### src/rtl/core/tbpq_pkg.sv
`timescale 1ns / 1ps

package tbpq_pkg;

   localparam int COORD_W   = 12;
   localparam int TIME_W    = 32;
   localparam int CFG_W     = 16;
   localparam int KIND_W    = 2;
   localparam int INDEX_W   = 3;
   localparam int OPCODE_W  = 2;
   localparam int CSR_IDX_W = 2;
   localparam int REQ_DATA_W = 112;
   localparam int RSP_DATA_W = 8;

   // at most this many results per sample
   localparam int RESULTS_MAX = 8;
   localparam int NRES_W      = 4;

   localparam logic [OPCODE_W-1:0] OP_TOUCH  = 2'd0;
   localparam logic [OPCODE_W-1:0] OP_APPEND = 2'd1;
   localparam logic [OPCODE_W-1:0] OP_CLEAR  = 2'd2;

   localparam logic [KIND_W-1:0] KIND_SHORT  = 2'd0;
   localparam logic [KIND_W-1:0] KIND_MEDIUM = 2'd1;
   localparam logic [KIND_W-1:0] KIND_LONG   = 2'd2;

   localparam logic [CSR_IDX_W-1:0] CSR_REPEAT  = 2'd0;
   localparam logic [CSR_IDX_W-1:0] CSR_MEDIUM  = 2'd1;
   localparam logic [CSR_IDX_W-1:0] CSR_LONG    = 2'd2;
   localparam logic [CSR_IDX_W-1:0] CSR_RELEASE = 2'd3;

   localparam logic [CFG_W-1:0] REPEAT_RESET  = 16'd200;
   localparam logic [CFG_W-1:0] MEDIUM_RESET  = 16'd1500;
   localparam logic [CFG_W-1:0] LONG_RESET    = 16'd3000;
   localparam logic [CFG_W-1:0] RELEASE_RESET = 16'd40;

   typedef enum logic [1:0] {
      CMD_TOUCH,
      CMD_APPEND,
      CMD_CLEAR,
      CMD_NONE
   } cmd_type;

   typedef struct packed {
      cmd_type              cmd;
      logic                 touched;
      logic [COORD_W-1:0]   touch_x;
      logic [COORD_W-1:0]   touch_y;
      logic [TIME_W-1:0]    now_ms;
      logic [COORD_W-1:0]   box_left;
      logic [COORD_W-1:0]   box_top;
      logic [COORD_W-1:0]   box_width;
      logic [COORD_W-1:0]   box_height;
   } item_type;

   typedef struct packed {
      logic [CFG_W-1:0] repeat_interval_ms;
      logic [CFG_W-1:0] medium_hold_ms;
      logic [CFG_W-1:0] long_hold_ms;
      logic [CFG_W-1:0] release_timeout_ms;
   } cfg_type;

endpackage

### src/rtl/core/tbpq_front.sv
`timescale 1ns / 1ps

module tbpq_front (
   input  logic                                clock,
   input  logic                                reset,
   input  logic                                req_tvalid,
   output logic                                req_tready,
   input  logic [tbpq_pkg::REQ_DATA_W-1:0]     req_tdata,
   input  logic [tbpq_pkg::OPCODE_W-1:0]       req_tuser,
   output logic                                q_valid,
   output tbpq_pkg::item_type                  q_item,
   input  logic                                q_pop
);
   import tbpq_pkg::*;

   item_type   slot_ff [2];
   logic       wr_ptr_ff;
   logic       rd_ptr_ff;
   logic [1:0] fill_ff;
   item_type   item_in;
   logic       push;

   always_comb begin
      item_in.touched    = req_tdata[0];
      item_in.touch_x    = req_tdata[12:1];
      item_in.touch_y    = req_tdata[24:13];
      item_in.now_ms     = req_tdata[56:25];
      item_in.box_left   = req_tdata[68:57];
      item_in.box_top    = req_tdata[80:69];
      item_in.box_width  = req_tdata[92:81];
      item_in.box_height = req_tdata[104:93];
      case (req_tuser)
         OP_TOUCH:  item_in.cmd = CMD_TOUCH;
         OP_APPEND: item_in.cmd = CMD_APPEND;
         OP_CLEAR:  item_in.cmd = CMD_CLEAR;
         default:   item_in.cmd = CMD_NONE;
      endcase
   end

   assign req_tready = (fill_ff != 2'd2);
   assign push       = req_tvalid && req_tready;
   assign q_valid    = (fill_ff != 2'd0);
   assign q_item     = slot_ff[rd_ptr_ff];

   always_ff @(posedge clock) begin
      if (reset) begin
         wr_ptr_ff <= 1'b0;
         rd_ptr_ff <= 1'b0;
         fill_ff   <= 2'd0;
      end else begin
         if (push) begin
            slot_ff[wr_ptr_ff] <= item_in;
            wr_ptr_ff          <= ~wr_ptr_ff;
         end
         if (q_pop) begin
            rd_ptr_ff <= ~rd_ptr_ff;
         end
         if (push && !q_pop) begin
            fill_ff <= fill_ff + 2'd1;
         end else if (!push && q_pop) begin
            fill_ff <= fill_ff - 2'd1;
         end
      end
   end

endmodule

### src/rtl/core/tbpq_back.sv
`timescale 1ns / 1ps

module tbpq_back #(
   parameter int MAX_BTNS = 8
) (
   input  logic                            clock,
   input  logic                            reset,
   input  tbpq_pkg::cfg_type               cfg,
   input  logic                            q_valid,
   input  tbpq_pkg::item_type              q_item,
   output logic                            q_pop,
   output logic                            rsp_tvalid,
   input  logic                            rsp_tready,
   output logic [tbpq_pkg::INDEX_W-1:0]    rsp_index,
   output logic [tbpq_pkg::KIND_W-1:0]     rsp_kind,
   output logic                            rsp_tlast
);
   import tbpq_pkg::*;

   localparam int CNT_W = $clog2(MAX_BTNS + 1);
   localparam int IDX_W = (MAX_BTNS > 1) ? $clog2(MAX_BTNS) : 1;
   localparam logic [CNT_W-1:0] CNT_MAX = CNT_W'(MAX_BTNS);

   typedef enum logic [1:0] {
      ST_IDLE,
      ST_SCAN,
      ST_FLUSH
   } state_type;

   typedef struct packed {
      logic [COORD_W-1:0] left;
      logic [COORD_W-1:0] top;
      logic [COORD_W-1:0] width;
      logic [COORD_W-1:0] height;
   } box_type;

   state_type           state_ff;
   logic [CNT_W-1:0]    count_ff;
   logic [CNT_W-1:0]    idx_ff;
   logic [NRES_W-1:0]   nres_ff;
   item_type            smp_ff;
   box_type             box_ff        [MAX_BTNS];
   logic [TIME_W-1:0]   last_fire_ff  [MAX_BTNS];
   logic [TIME_W-1:0]   hold_start_ff [MAX_BTNS];
   logic [TIME_W-1:0]   last_seen_ff  [MAX_BTNS];
   logic [MAX_BTNS-1:0] held_ff;
   logic                pend_valid_ff;
   logic [INDEX_W-1:0]  pend_index_ff;
   logic [KIND_W-1:0]   pend_kind_ff;
   logic                rsp_valid_ff;
   logic [INDEX_W-1:0]  rsp_index_ff;
   logic [KIND_W-1:0]   rsp_kind_ff;
   logic                rsp_last_ff;

   logic [IDX_W-1:0]    sel;
   box_type             box;
   logic                held;
   logic                in_box;
   logic                hit;
   logic [TIME_W-1:0]   since;
   logic [TIME_W-1:0]   hold_time;
   logic [TIME_W-1:0]   absent;
   logic                due;
   logic                fire;
   logic [KIND_W-1:0]   kind;
   logic                emit;
   logic                out_free;
   logic                step;
   logic                scan_end;
   logic                rsp_load;

   assign sel       = idx_ff[IDX_W-1:0];
   assign box       = box_ff[sel];
   assign held      = held_ff[sel];
   assign since     = smp_ff.now_ms - last_fire_ff[sel];
   assign hold_time = smp_ff.now_ms - hold_start_ff[sel];
   assign absent    = smp_ff.now_ms - last_seen_ff[sel];
   assign due       = since > TIME_W'(cfg.repeat_interval_ms);
   assign scan_end  = (idx_ff == count_ff);

   always_comb begin
      in_box = ({1'b0, smp_ff.touch_x} >= {1'b0, box.left})
            && ({1'b0, smp_ff.touch_x} <= ({1'b0, box.left} + {1'b0, box.width}))
            && ({1'b0, smp_ff.touch_y} >= {1'b0, box.top})
            && ({1'b0, smp_ff.touch_y} <= ({1'b0, box.top} + {1'b0, box.height}));
      hit  = smp_ff.touched && in_box;
      fire = 1'b0;
      kind = KIND_SHORT;
      if (hit && due) begin
         if (!held) begin
            fire = 1'b1;
         end else if (hold_time > TIME_W'(cfg.long_hold_ms)) begin
            fire = 1'b1;
            kind = KIND_LONG;
         end else if (hold_time > TIME_W'(cfg.medium_hold_ms)) begin
            fire = 1'b1;
            kind = KIND_MEDIUM;
         end
      end
   end

   assign out_free = !rsp_valid_ff || rsp_tready;
   assign emit     = fire && (nres_ff < NRES_W'(RESULTS_MAX));
   // the held result goes out when a newer one replaces it, or in the flush at the end of the scan
   assign step     = !(emit && pend_valid_ff && !out_free);
   assign q_pop    = (state_ff == ST_IDLE) && q_valid;
   assign rsp_load = ((state_ff == ST_SCAN) && !scan_end && step && emit && pend_valid_ff)
                  || ((state_ff == ST_FLUSH) && pend_valid_ff && out_free);

   assign rsp_tvalid = rsp_valid_ff;
   assign rsp_index  = rsp_index_ff;
   assign rsp_kind   = rsp_kind_ff;
   assign rsp_tlast  = rsp_last_ff;

   always_ff @(posedge clock) begin
      if (reset) begin
         state_ff      <= ST_IDLE;
         count_ff      <= '0;
         idx_ff        <= '0;
         nres_ff       <= '0;
         held_ff       <= '0;
         pend_valid_ff <= 1'b0;
         rsp_valid_ff  <= 1'b0;
         for (int i = 0; i < MAX_BTNS; i++) begin
            hold_start_ff[i] <= '0;
         end
      end else begin
         if (rsp_load) begin
            rsp_valid_ff <= 1'b1;
            rsp_index_ff <= pend_index_ff;
            rsp_kind_ff  <= pend_kind_ff;
            rsp_last_ff  <= (state_ff == ST_FLUSH);
         end else if (rsp_valid_ff && rsp_tready) begin
            rsp_valid_ff <= 1'b0;
         end
         case (state_ff)
            ST_IDLE: begin
               if (q_valid) begin
                  case (q_item.cmd)
                     CMD_APPEND: begin
                        if (count_ff < CNT_MAX) begin
                           box_ff[count_ff[IDX_W-1:0]] <= '{q_item.box_left,
                              q_item.box_top, q_item.box_width, q_item.box_height};
                           last_fire_ff[count_ff[IDX_W-1:0]]  <= q_item.now_ms;
                           last_seen_ff[count_ff[IDX_W-1:0]]  <= '0;
                           hold_start_ff[count_ff[IDX_W-1:0]] <= '0;
                           held_ff[count_ff[IDX_W-1:0]]       <= 1'b0;
                           count_ff <= count_ff + CNT_W'(1);
                        end
                     end
                     CMD_CLEAR: begin
                        count_ff <= '0;
                     end
                     CMD_TOUCH: begin
                        smp_ff        <= q_item;
                        idx_ff        <= '0;
                        nres_ff       <= '0;
                        pend_valid_ff <= 1'b0;
                        state_ff      <= ST_SCAN;
                     end
                     default: begin
                     end
                  endcase
               end
            end
            ST_SCAN: begin
               if (scan_end) begin
                  state_ff <= ST_FLUSH;
               end else if (step) begin
                  if (hit) begin
                     last_seen_ff[sel] <= smp_ff.now_ms;
                     if (due) begin
                        last_fire_ff[sel] <= smp_ff.now_ms;
                        if (!held) begin
                           held_ff[sel]       <= 1'b1;
                           hold_start_ff[sel] <= smp_ff.now_ms;
                        end
                     end
                  end else if (held && (absent > TIME_W'(cfg.release_timeout_ms))) begin
                     held_ff[sel] <= 1'b0;
                  end
                  if (emit) begin
                     pend_valid_ff <= 1'b1;
                     pend_index_ff <= INDEX_W'(idx_ff);
                     pend_kind_ff  <= kind;
                     nres_ff       <= nres_ff + NRES_W'(1);
                  end
                  idx_ff <= idx_ff + CNT_W'(1);
               end
            end
            ST_FLUSH: begin
               if (!pend_valid_ff) begin
                  state_ff <= ST_IDLE;
               end else if (out_free) begin
                  pend_valid_ff <= 1'b0;
                  state_ff      <= ST_IDLE;
               end
            end
            default: begin
               state_ff <= ST_IDLE;
            end
         endcase
      end
   end

endmodule

### src/rtl/core/touch_button_press_qualifier.sv
`timescale 1ns / 1ps

// Touch button press qualifier. Holds a table of up to MAX_BTNS rectangular
// buttons built by append and clear items, and hit-tests each touch sample
// against every entry in table order, reporting short presses and medium or
// long hold repeats, one result transfer per fire, the last one of a sample
// flagged by rsp_tlast (at most eight results per sample). Input items pass
// through a two-entry queue; an append, clear or unknown item is handled in
// the back end's idle state, while a touch sample passes through dispatch,
// one scan step per table entry in the scan sequencer, a scan-end step and a
// final-result step, held longer only while rsp_tready holds off a result.
// Timing registers are written over the csr channel, which is always ready,
// and should be changed only while the block is idle.
module touch_button_press_qualifier #(
   parameter int MAX_BTNS = 8
) (
   input  logic          clock,
   input  logic          reset,
   input  logic          req_tvalid,
   output logic          req_tready,
   // touched, touch_x, touch_y, now_ms, box_left, box_top, box_width,
   // box_height, zero fill
   input  logic [111:0]  req_tdata,
   // opcode
   input  logic [1:0]    req_tuser,
   output logic          rsp_tvalid,
   input  logic          rsp_tready,
   // button_index, zero fill
   output logic [7:0]    rsp_tdata,
   // press_kind
   output logic [1:0]    rsp_tuser,
   output logic          rsp_tlast,
   input  logic          csr_valid,
   output logic          csr_ready,
   input  logic [1:0]    csr_index,
   input  logic [15:0]   csr_data
);
   import tbpq_pkg::*;

   cfg_type            cfg_ff;
   logic               q_valid;
   item_type           q_item;
   logic               q_pop;
   logic [INDEX_W-1:0] rsp_index;

   assign csr_ready = 1'b1;

   always_ff @(posedge clock) begin
      if (reset) begin
         cfg_ff.repeat_interval_ms <= REPEAT_RESET;
         cfg_ff.medium_hold_ms     <= MEDIUM_RESET;
         cfg_ff.long_hold_ms       <= LONG_RESET;
         cfg_ff.release_timeout_ms <= RELEASE_RESET;
      end else if (csr_valid) begin
         case (csr_index)
            CSR_REPEAT:  cfg_ff.repeat_interval_ms <= csr_data;
            CSR_MEDIUM:  cfg_ff.medium_hold_ms     <= csr_data;
            CSR_LONG:    cfg_ff.long_hold_ms       <= csr_data;
            CSR_RELEASE: cfg_ff.release_timeout_ms <= csr_data;
            default: begin
            end
         endcase
      end
   end

   tbpq_front u_front (
      .clock      (clock),
      .reset      (reset),
      .req_tvalid (req_tvalid),
      .req_tready (req_tready),
      .req_tdata  (req_tdata),
      .req_tuser  (req_tuser),
      .q_valid    (q_valid),
      .q_item     (q_item),
      .q_pop      (q_pop)
   );

   tbpq_back #(
      .MAX_BTNS (MAX_BTNS)
   ) u_back (
      .clock      (clock),
      .reset      (reset),
      .cfg        (cfg_ff),
      .q_valid    (q_valid),
      .q_item     (q_item),
      .q_pop      (q_pop),
      .rsp_tvalid (rsp_tvalid),
      .rsp_tready (rsp_tready),
      .rsp_index  (rsp_index),
      .rsp_kind   (rsp_tuser),
      .rsp_tlast  (rsp_tlast)
   );

   assign rsp_tdata = {5'b0, rsp_index};

`ifndef SYNTHESIS
   a_cfg_reset: assert property (@(posedge clock)
      reset |=> (cfg_ff.repeat_interval_ms == REPEAT_RESET)
             && (cfg_ff.medium_hold_ms == MEDIUM_RESET)
             && (cfg_ff.long_hold_ms == LONG_RESET)
             && (cfg_ff.release_timeout_ms == RELEASE_RESET))
      else $error("timing registers not at reset values");

   a_csr_repeat: assert property (@(posedge clock) disable iff (reset)
      csr_valid && (csr_index == CSR_REPEAT)
         |=> cfg_ff.repeat_interval_ms == $past(csr_data))
      else $error("repeat interval write lost");

   a_csr_release: assert property (@(posedge clock) disable iff (reset)
      csr_valid && (csr_index == CSR_RELEASE)
         |=> cfg_ff.release_timeout_ms == $past(csr_data))
      else $error("release timeout write lost");

   a_kind_legal: assert property (@(posedge clock) disable iff (reset)
      rsp_tvalid |-> (rsp_tuser == KIND_SHORT) || (rsp_tuser == KIND_MEDIUM)
                  || (rsp_tuser == KIND_LONG))
      else $error("illegal press kind on result");
`endif

endmodule
### config.mk
export PLATFORM = sky130hd
export DESIGN_NAME = touch_button_press_qualifier
export DESIGN_NICKNAME = d
export VERILOG_FILES = /design/src/rtl/core/tbpq_pkg.sv /design/src/rtl/core/tbpq_front.sv /design/src/rtl/core/tbpq_back.sv /design/src/rtl/core/touch_button_press_qualifier.sv
export SDC_FILE = /design/constraint.sdc
export NUM_CORES = 2
export LEC_CHECK = 0
export BUFFER_PORTS_ARGS = -buffer_cell sky130_fd_sc_hd__buf_4
export CORE_MARGIN = 1.5
export CORE_UTILIZATION = 40
export CTS_BUF_LIST = sky130_fd_sc_hd__clkbuf_4 sky130_fd_sc_hd__clkbuf_8
export DETAILED_ROUTE_END_ITERATION = 10
export GPL_TIMING_DRIVEN = 0
export PLACE_DENSITY = 0.55
export SLEW_MARGIN = 10
export SYNTH_ARGS = -nofsm -noshare
export SYNTH_HDL_FRONTEND = slang
export SYNTH_HIERARCHICAL = 1
export SYNTH_SLANG_ARGS = --single-unit
### constraint.sdc
create_clock -name clock -period 10.2 [get_ports clock]
set_clock_uncertainty 0.05 [all_clocks]
set_input_delay 2.04 -clock clock [delete_from_list [all_inputs] [get_ports clock]]
set_output_delay 2.04 -clock clock [all_outputs]
set_load 0.01 [all_outputs]
### After elaboration in Yosys (flattened, before gate mapping)

Memory sizes are Yosys's and may differ from the RTL's. A register that Yosys moved wholly into a read port is not among the register bits.
Cells that the tools add are included.

* bits in registers: 160
* RAM bits: 1366
* input port bits: 137
* output and inout port bits: 14
* word-level logic and storage cells: 254
* memories: 5

* add/subtract/negate cells: 10
* $lt $le $gt $ge: 14
* eq/ne operators: 24
* multiplexer cells: 106
* bitwise operators: 12
* reductions and logical operators: 59

Memories
* u_back.box_ff: depth 8, width 48, read ports 1, clocked after Yosys merged registers in 1, wr ports 1, line tbpq_back.sv:42 `box_type box_ff [MAX_BTNS];`
* u_back.hold_start_ff: depth 8, width 32, read ports 1, clocked after Yosys merged registers in 1, wr ports 8, line tbpq_back.sv:44 `logic [TIME_W-1:0] hold_start_ff [MAX_BTNS];`
* u_back.last_fire_ff: depth 8, width 32, read ports 1, clocked after Yosys merged registers in 1, wr ports 1, line tbpq_back.sv:43 `logic [TIME_W-1:0] last_fire_ff [MAX_BTNS];`
* u_back.last_seen_ff: depth 8, width 32, read ports 1, clocked after Yosys merged registers in 1, wr ports 1, line tbpq_back.sv:45 `logic [TIME_W-1:0] last_seen_ff [MAX_BTNS];`
* u_front.slot_ff: depth 2, width 107, read ports 1, clocked after Yosys merged registers in 1, wr ports 1, line tbpq_front.sv:16 `item_type slot_ff [2];`

Operators by type and width (number)
* 32-bit by 16-bit greater-than comparator with 1-bit output: 4
* 32-bit two-way mux: 4
* 32-bit OR reduction: 4
* 32-bit subtractor: 3
* 8-bit two-way mux: 9
* 1-bit two-way mux: 55
* 3-bit two-way mux: 12
* 4-bit two-way mux: 8
* 12-bit by 12-bit adder with 13-bit output: 2
* 12-bit by 13-bit <= comparator with 1-bit output: 2
* 12-bit greater-or-equal comparator: 2
* 4-bit one-hot mux with 2 select lines: 3
* 1-bit logical AND: 22
* 8-bit AND: 2
* 2-bit two-way mux: 8
* 8-bit inverter: 2
* 8-bit one-hot mux with 2 select lines: 1
* 4-bit by 1-bit adder with 4-bit output (second input constant): 3
* 2-bit inequality test (second input constant): 6
* 2-bit one-hot mux with 3 select lines: 2
* 2-bit AND reduction: 6
* 4-bit AND reduction: 3
* 6-bit AND reduction: 2
* 2-bit equality test (second input constant): 5
* other kinds (23): 55

### Logic depth before layout (Yosys ltp)

* depth after elaboration: 18
* gate-level depth with buffers: 33
* mapped depth without buffers: 27

### Hierarchy

The synthesis kept the hierarchy.

Modules (own cells, without submodules)
* tbpq_back: times used 1, cells each 3707, area an instance 58771.4 um^2, seq. area each 37175.7 um^2
* tbpq_front: times used 1, cells each 362, area an instance 8069.0 um^2, seq. area each 6526.3 um^2
* touch_button_press_qualifier: times used 1, cells each 251, area an instance 2621.3 um^2, seq. area each 1281.2 um^2

### Worst setup path before layout

No wires, ideal clock.

* path kind: input-to-reg
* from: input port req_tvalid
* to: memory u_front/slot_ff[1][0] (netlist bit) (enable)
* arrival time: 9.862 ns
* path slack: -0.440 ns
* stages: 2
* buffers on the path: 0
* cell sequence: nand2_1 -> nor3b_1

* word-level cells in the longest chain between the ends: 4

RTL lines
* start, declared: line touch_button_press_qualifier.sv:19 `input logic req_tvalid,`
* 1-bit logical AND: line tbpq_front.sv:41 `assign push = req_tvalid && req_tready;`
* 1-bit two-way mux: line tbpq_front.sv:51 `if (push) begin`
* 1-bit two-way mux: line tbpq_front.sv:46 `if (reset) begin`
* 1-bit two-way mux (implied by the code): line tbpq_front.sv:52 `slot_ff[wr_ptr_ff] <= item_in;`
* end, declared: line tbpq_front.sv:16

Every way passes these cells.

==> impl_metrics.json <==
{
  "placeableCoreArea_mm2": 0.172,
  "cts.clk_slew.worst_paths_ns": 0.06,
  "clock_path_buffers": 4,
  "layout.filler_cells": 14800,
  "postSynthCellCount": 4320,
  "criticalPathCategory": "reg -> reg",
  "grtUsageTotal_pct": 22.1,
  "crit_arrival_ns": 10.68,
  "end_kind": "register",
  "tritoncts.num_buffers": 282,
  "wire_per_inst_um": 26.6,
  "antenna_found_initial": 11,
  "tritoncts": "yes",
  "synth_fa_ha_area_share_pct": 4.45,
  "slew_headroom_pct": 11.9,
  "die_width_um": 420,
  "number_of_global_route_vias_before_repair": 40195,
  "gp_routability_congestion": 0.915,
  "totalPowerFinal_mw": 15.1,
  "cts_post_setup_buffers_inserted": 0,
  "final_area_mm2": 0.0805,
  "worst_slew_pin_slew_ns": 1.32,
  "synth_sequential_area_ratio_pct": 64.8,
  "synth.lib_cells_used.distinct": 91,
  "timing.critical_path.slowest_cell_delay_ns": 0.71,
  "min_period_ns": 10.06,
  "post_route_cells_drive_above_1_share_pct": 24.5,
  "dr.pass1.iters": 6,
  "synth_top_family_by_area": "multiplexers",
  "cell_internal_pwr_mw": 11.2,
  "insertion_delay_ns": 1.02,
  "synth.area.mux_share_pct": 15.4,
  "final-instance-count-excl-fill": 7309,
  "synth-xor-area-share_pct": 1.11,
  "synthesis.area_mm2": 0.0695,
  "timing.critical_path.from_type": "register",
  "layout.core_utilization_pct": 46.8,
  "timing.final.max_slew_violations": 0,
  "critical_path.most_common_cell": "sky130_fd_sc_hd__nor2_1",
  "pin_count_of_the_biggest_net_entering_global_routing": 42,
  "hold_path_class": "reg -> reg",
  "io_pins": 151,
  "avgSynthCellArea_um2": 16.1,
  "numPortBuffers": 133,
  "synth-async-reset-ratio_pct": 0,
  "detailed_place_hpwl_mm": 134,
  "period_share_pct": 98.7,
  "synth_enable_flop_cells": 1434,
  "detail-route-antenna-nets": 0,
  "yosys_warnings": 6,
  "synth-seq-cells": 1530,
  "num-nets-final": 5200,
  "share_comb_of_total_power_pct": 14.4,
  "finalHoldViolCount": 0,
  "postCtsHoldBufs": 0,
  "yosys.area_share.simple_pct": 7.07,
  "power.static_leakage_nw": 28.3,
  "power_switching_share_pct": 26.1,
  "status": "complete, no violations",
  "p_clk_share_pct": 36.8,
  "routed_vias": 39974,
  "critPathTopFamily": "simple AND/OR/NAND/NOR gates",
  "dieArea_mm2": 0.176,
  "yosys_most_used_dff": "sky130_fd_sc_hd__edfxtp_1",
  "cts.root.buffer_cell": "sky130_fd_sc_hd__clkbuf_8",
  "powerDensity_mw_per_mm2": 188,
  "critical_path_required_ns": 10.81,
  "synth-compound-area-share_pct": 5.06,
  "max-cap-violations": 0,
  "worst-path-buf-inv": 6,
  "peakVddDrop_v": 0.000135,
  "drt_first_iter_violations": 3904,
  "vertical_die_dimension_um": 420,
  "placed_cell_area_mm2": 0.0751,
  "syn2layout_area_growth_pct": 15.8,
  "grt_first_pass_wirelength_mm": 278,
  "setup_viol": 0,
  "hold-worst-slack_ns": 0.378,
  "via_per_instance_ratio": 5.47,
  "post-route-drc-count": 0,
  "wirelength_mm": 195,
  "worstPathMaxFanout": 25,
  "power.sequential.fraction_pct": 48.7,
  "placementRows": 152,
  "switching_power_mw": 3.94,
  "floorplan.initialDensity_pct": 40.4,
  "ctsHtreeMaxLevel": 5,
  "numPlacedInstances": 6845,
  "crit_path_top_delay_cell": "sky130_fd_sc_hd__clkdlybuf4s15_1",
  "ff2ff_setup_slack_ns": 0.14,
  "cts.sink_count": 1530,
  "global_route.overflow_total": 0,
  "max_clock_freq_ghz": 0.0994
}
[state kept, by name, summed over array words and instances (netlist names), 2 cells and up, named ones only]
signal and flops:
u_back/pend_kind_ff 2, u_back/idx_ff 4, u_back/hold_start_ff 256, u_front/slot_ff 214
u_back/box_ff 384, u_back/count_ff 4, u_back/pend_index_ff 3, u_back/rsp_kind 2
u_back/rsp_index 3, u_back/state_ff 2, cfg_ff 64, u_front/fill_ff 2
u_back/smp_ff 57, u_back/last_seen_ff 256, u_back/nres_ff 4, u_back/last_fire_ff 256
[worst paths after layout]
check                           cells past startpoint                           to               startpoint
worst min-delay path                                0          u_back/rsp_index[2]  u_back/pend_index_ff[2]
worst max register to register                     26  u_back/hold_start_ff[7][28]                 register
worst max-delay path                               26  u_back/hold_start_ff[7][28]                 register
worst min register to register                      0          u_back/rsp_index[2]  u_back/pend_index_ff[2]
[timing repair]
item,in CTS,in global routing
resized for setup,7,44
cloned,0,0
setup endpoints to repair,241,889
[area by class of cell]
cell class	count	area [µm²]	share of cell area [%]
Antenna cell	3	7.51	0.00933
Buffer	193	978	1.22
Clock buffer	386	4760	5.91
Clock inverter	75	450	0.560
Inverter	144	558	0.694
Multi-Input combinational cell	2456	23300	29.0
Sequential cell	1530	45000	55.9
Tap cell	2310	2890	3.59
Timing Repair Buffer	212	2530	3.15
[power by group through the flow]
stage | clock (mW) | sequential [mW] | combinational (mW)
4_1_cts | 5.72 | 7.37 | 2.18
6_report | 5.56 | 7.37 | 2.18
2_1_floorplan | 0 | 7.43 | 1.45
5_1_grt | 5.98 | 7.38 | 2.40
3_5_place_dp | 0 | 7.50 | 2.17
3_3_place_gp | 0 | 7.55 | 2.07
[metal layers]
metal,GRT usage [%],vias to the layer above,wire length (µm)
met3,4.57,319,13000
met2,35.7,1364,92200
met5,0,-,16
li1,-,17885,-
met1,29.6,20404,83200
met4,7.57,2,6110
[cells in the mapped netlist (6+ instances only)]
cell type / number / share of area [%]
sky130_fd_sc_hd__nand3_1: 48 / 0.35
sky130_fd_sc_hd__nor2b_1: 25 / 0.23
sky130_fd_sc_hd__clkbuf_1: 113 / 0.61
sky130_fd_sc_hd__o211ai_1: 23 / 0.25
sky130_fd_sc_hd__inv_1: 140 / 0.76
sky130_fd_sc_hd__o31ai_1: 8 / 0.086
sky130_fd_sc_hd__mux2_4: 62 / 1.3
sky130_fd_sc_hd__a21boi_0: 8 / 0.086
sky130_fd_sc_hd__nor4_1: 10 / 0.090
sky130_fd_sc_hd__and2_1: 285 / 2.6
sky130_fd_sc_hd__mux4_2: 288 / 9.3
sky130_fd_sc_hd__buf_2: 22 / 0.16
sky130_fd_sc_hd__dfxtp_1: 96 / 2.8
sky130_fd_sc_hd__nor2_1: 140 / 0.76
sky130_fd_sc_hd__or3_1: 11 / 0.099
sky130_fd_sc_hd__buf_4: 8 / 0.086
sky130_fd_sc_hd__ha_1: 239 / 4.3
sky130_fd_sc_hd__o21bai_1: 9 / 0.097
sky130_fd_sc_hd__nor3b_1: 7 / 0.076
sky130_fd_sc_hd__o21ai_0: 106 / 0.76
sky130_fd_sc_hd__mux2_2: 110 / 1.8
sky130_fd_sc_hd__nor3_1: 41 / 0.30
sky130_fd_sc_hd__mux2i_1: 206 / 3.0
sky130_fd_sc_hd__a41oi_1: 11 / 0.14
sky130_fd_sc_hd__nand2_1: 168 / 0.91
sky130_fd_sc_hd__a31oi_1: 15 / 0.14
sky130_fd_sc_hd__buf_1: 36 / 0.19
sky130_fd_sc_hd__or2_2: 6 / 0.054
sky130_fd_sc_hd__xor2_1: 39 / 0.49
sky130_fd_sc_hd__nand2b_1: 84 / 0.76
sky130_fd_sc_hd__o21a_1: 18 / 0.19
sky130_fd_sc_hd__a21oi_1: 163 / 1.2
sky130_fd_sc_hd__buf_6: 8 / 0.13
sky130_fd_sc_hd__o221ai_1: 7 / 0.088
sky130_fd_sc_hd__and3_1: 14 / 0.13
sky130_fd_sc_hd__a211oi_1: 31 / 0.34
sky130_fd_sc_hd__a22oi_1: 6 / 0.065
sky130_fd_sc_hd__nand4_1: 38 / 0.34
sky130_fd_sc_hd__a21o_1: 65 / 0.70
sky130_fd_sc_hd__a211o_1: 12 / 0.15
sky130_fd_sc_hd__edfxtp_1: 1434 / 62
sky130_fd_sc_hd__xnor2_1: 49 / 0.62
[kinds of logic (layout without fill, tap and decap cells)]
kind of cell / after synthesis / in the layout
flip-flops: 1530 / 1530
AND/OR/NAND/NOR: 912 / 912
multiplexers: 666 / 666
AO/OA/AOI/OAI: 540 / 540
buffers and inverters: 338 / 1010
adder cells (fa/ha/maj): 244 / 244
XOR/XNOR: 88 / 88
other: 2 / 9
[through the flow]
stage                     setup WS [ns]  TNS (ns)
after global routing           -0.00593  -0.00944
final                             0.137         0
after detailed placement         -0.127     -9.98
after global placement            -6.63  -3540.09
after floorplan                  0.0935         0
after CTS                       0.00296         0
[cells in the final DEF (no fill, tap or decap), types with 46 or more instances in the layout]
| master | n |
|---|---|
| sky130_fd_sc_hd__clkbuf_4 | 89 |
| sky130_fd_sc_hd__nor2_1 | 139 |
| sky130_fd_sc_hd__mux2_4 | 62 |
| sky130_fd_sc_hd__inv_1 | 133 |
| sky130_fd_sc_hd__ha_1 | 239 |
| sky130_fd_sc_hd__mux2i_1 | 191 |
| sky130_fd_sc_hd__clkinv_1 | 46 |
| sky130_fd_sc_hd__xnor2_1 | 49 |
| sky130_fd_sc_hd__mux4_2 | 288 |
| sky130_fd_sc_hd__clkbuf_1 | 96 |
| sky130_fd_sc_hd__a21oi_1 | 163 |
| sky130_fd_sc_hd__buf_4 | 156 |
| sky130_fd_sc_hd__clkbuf_8 | 297 |
| sky130_fd_sc_hd__mux2_2 | 110 |
| sky130_fd_sc_hd__a21o_1 | 65 |
| sky130_fd_sc_hd__edfxtp_1 | 1434 |
| sky130_fd_sc_hd__nand2_1 | 168 |
| sky130_fd_sc_hd__nand3_1 | 48 |
| sky130_fd_sc_hd__dfxtp_1 | 96 |
| sky130_fd_sc_hd__nand2b_1 | 84 |
| sky130_fd_sc_hd__and2_1 | 285 |
| sky130_fd_sc_hd__o21ai_0 | 98 |
Note: power is estimated with default switching activity, not from simulation.
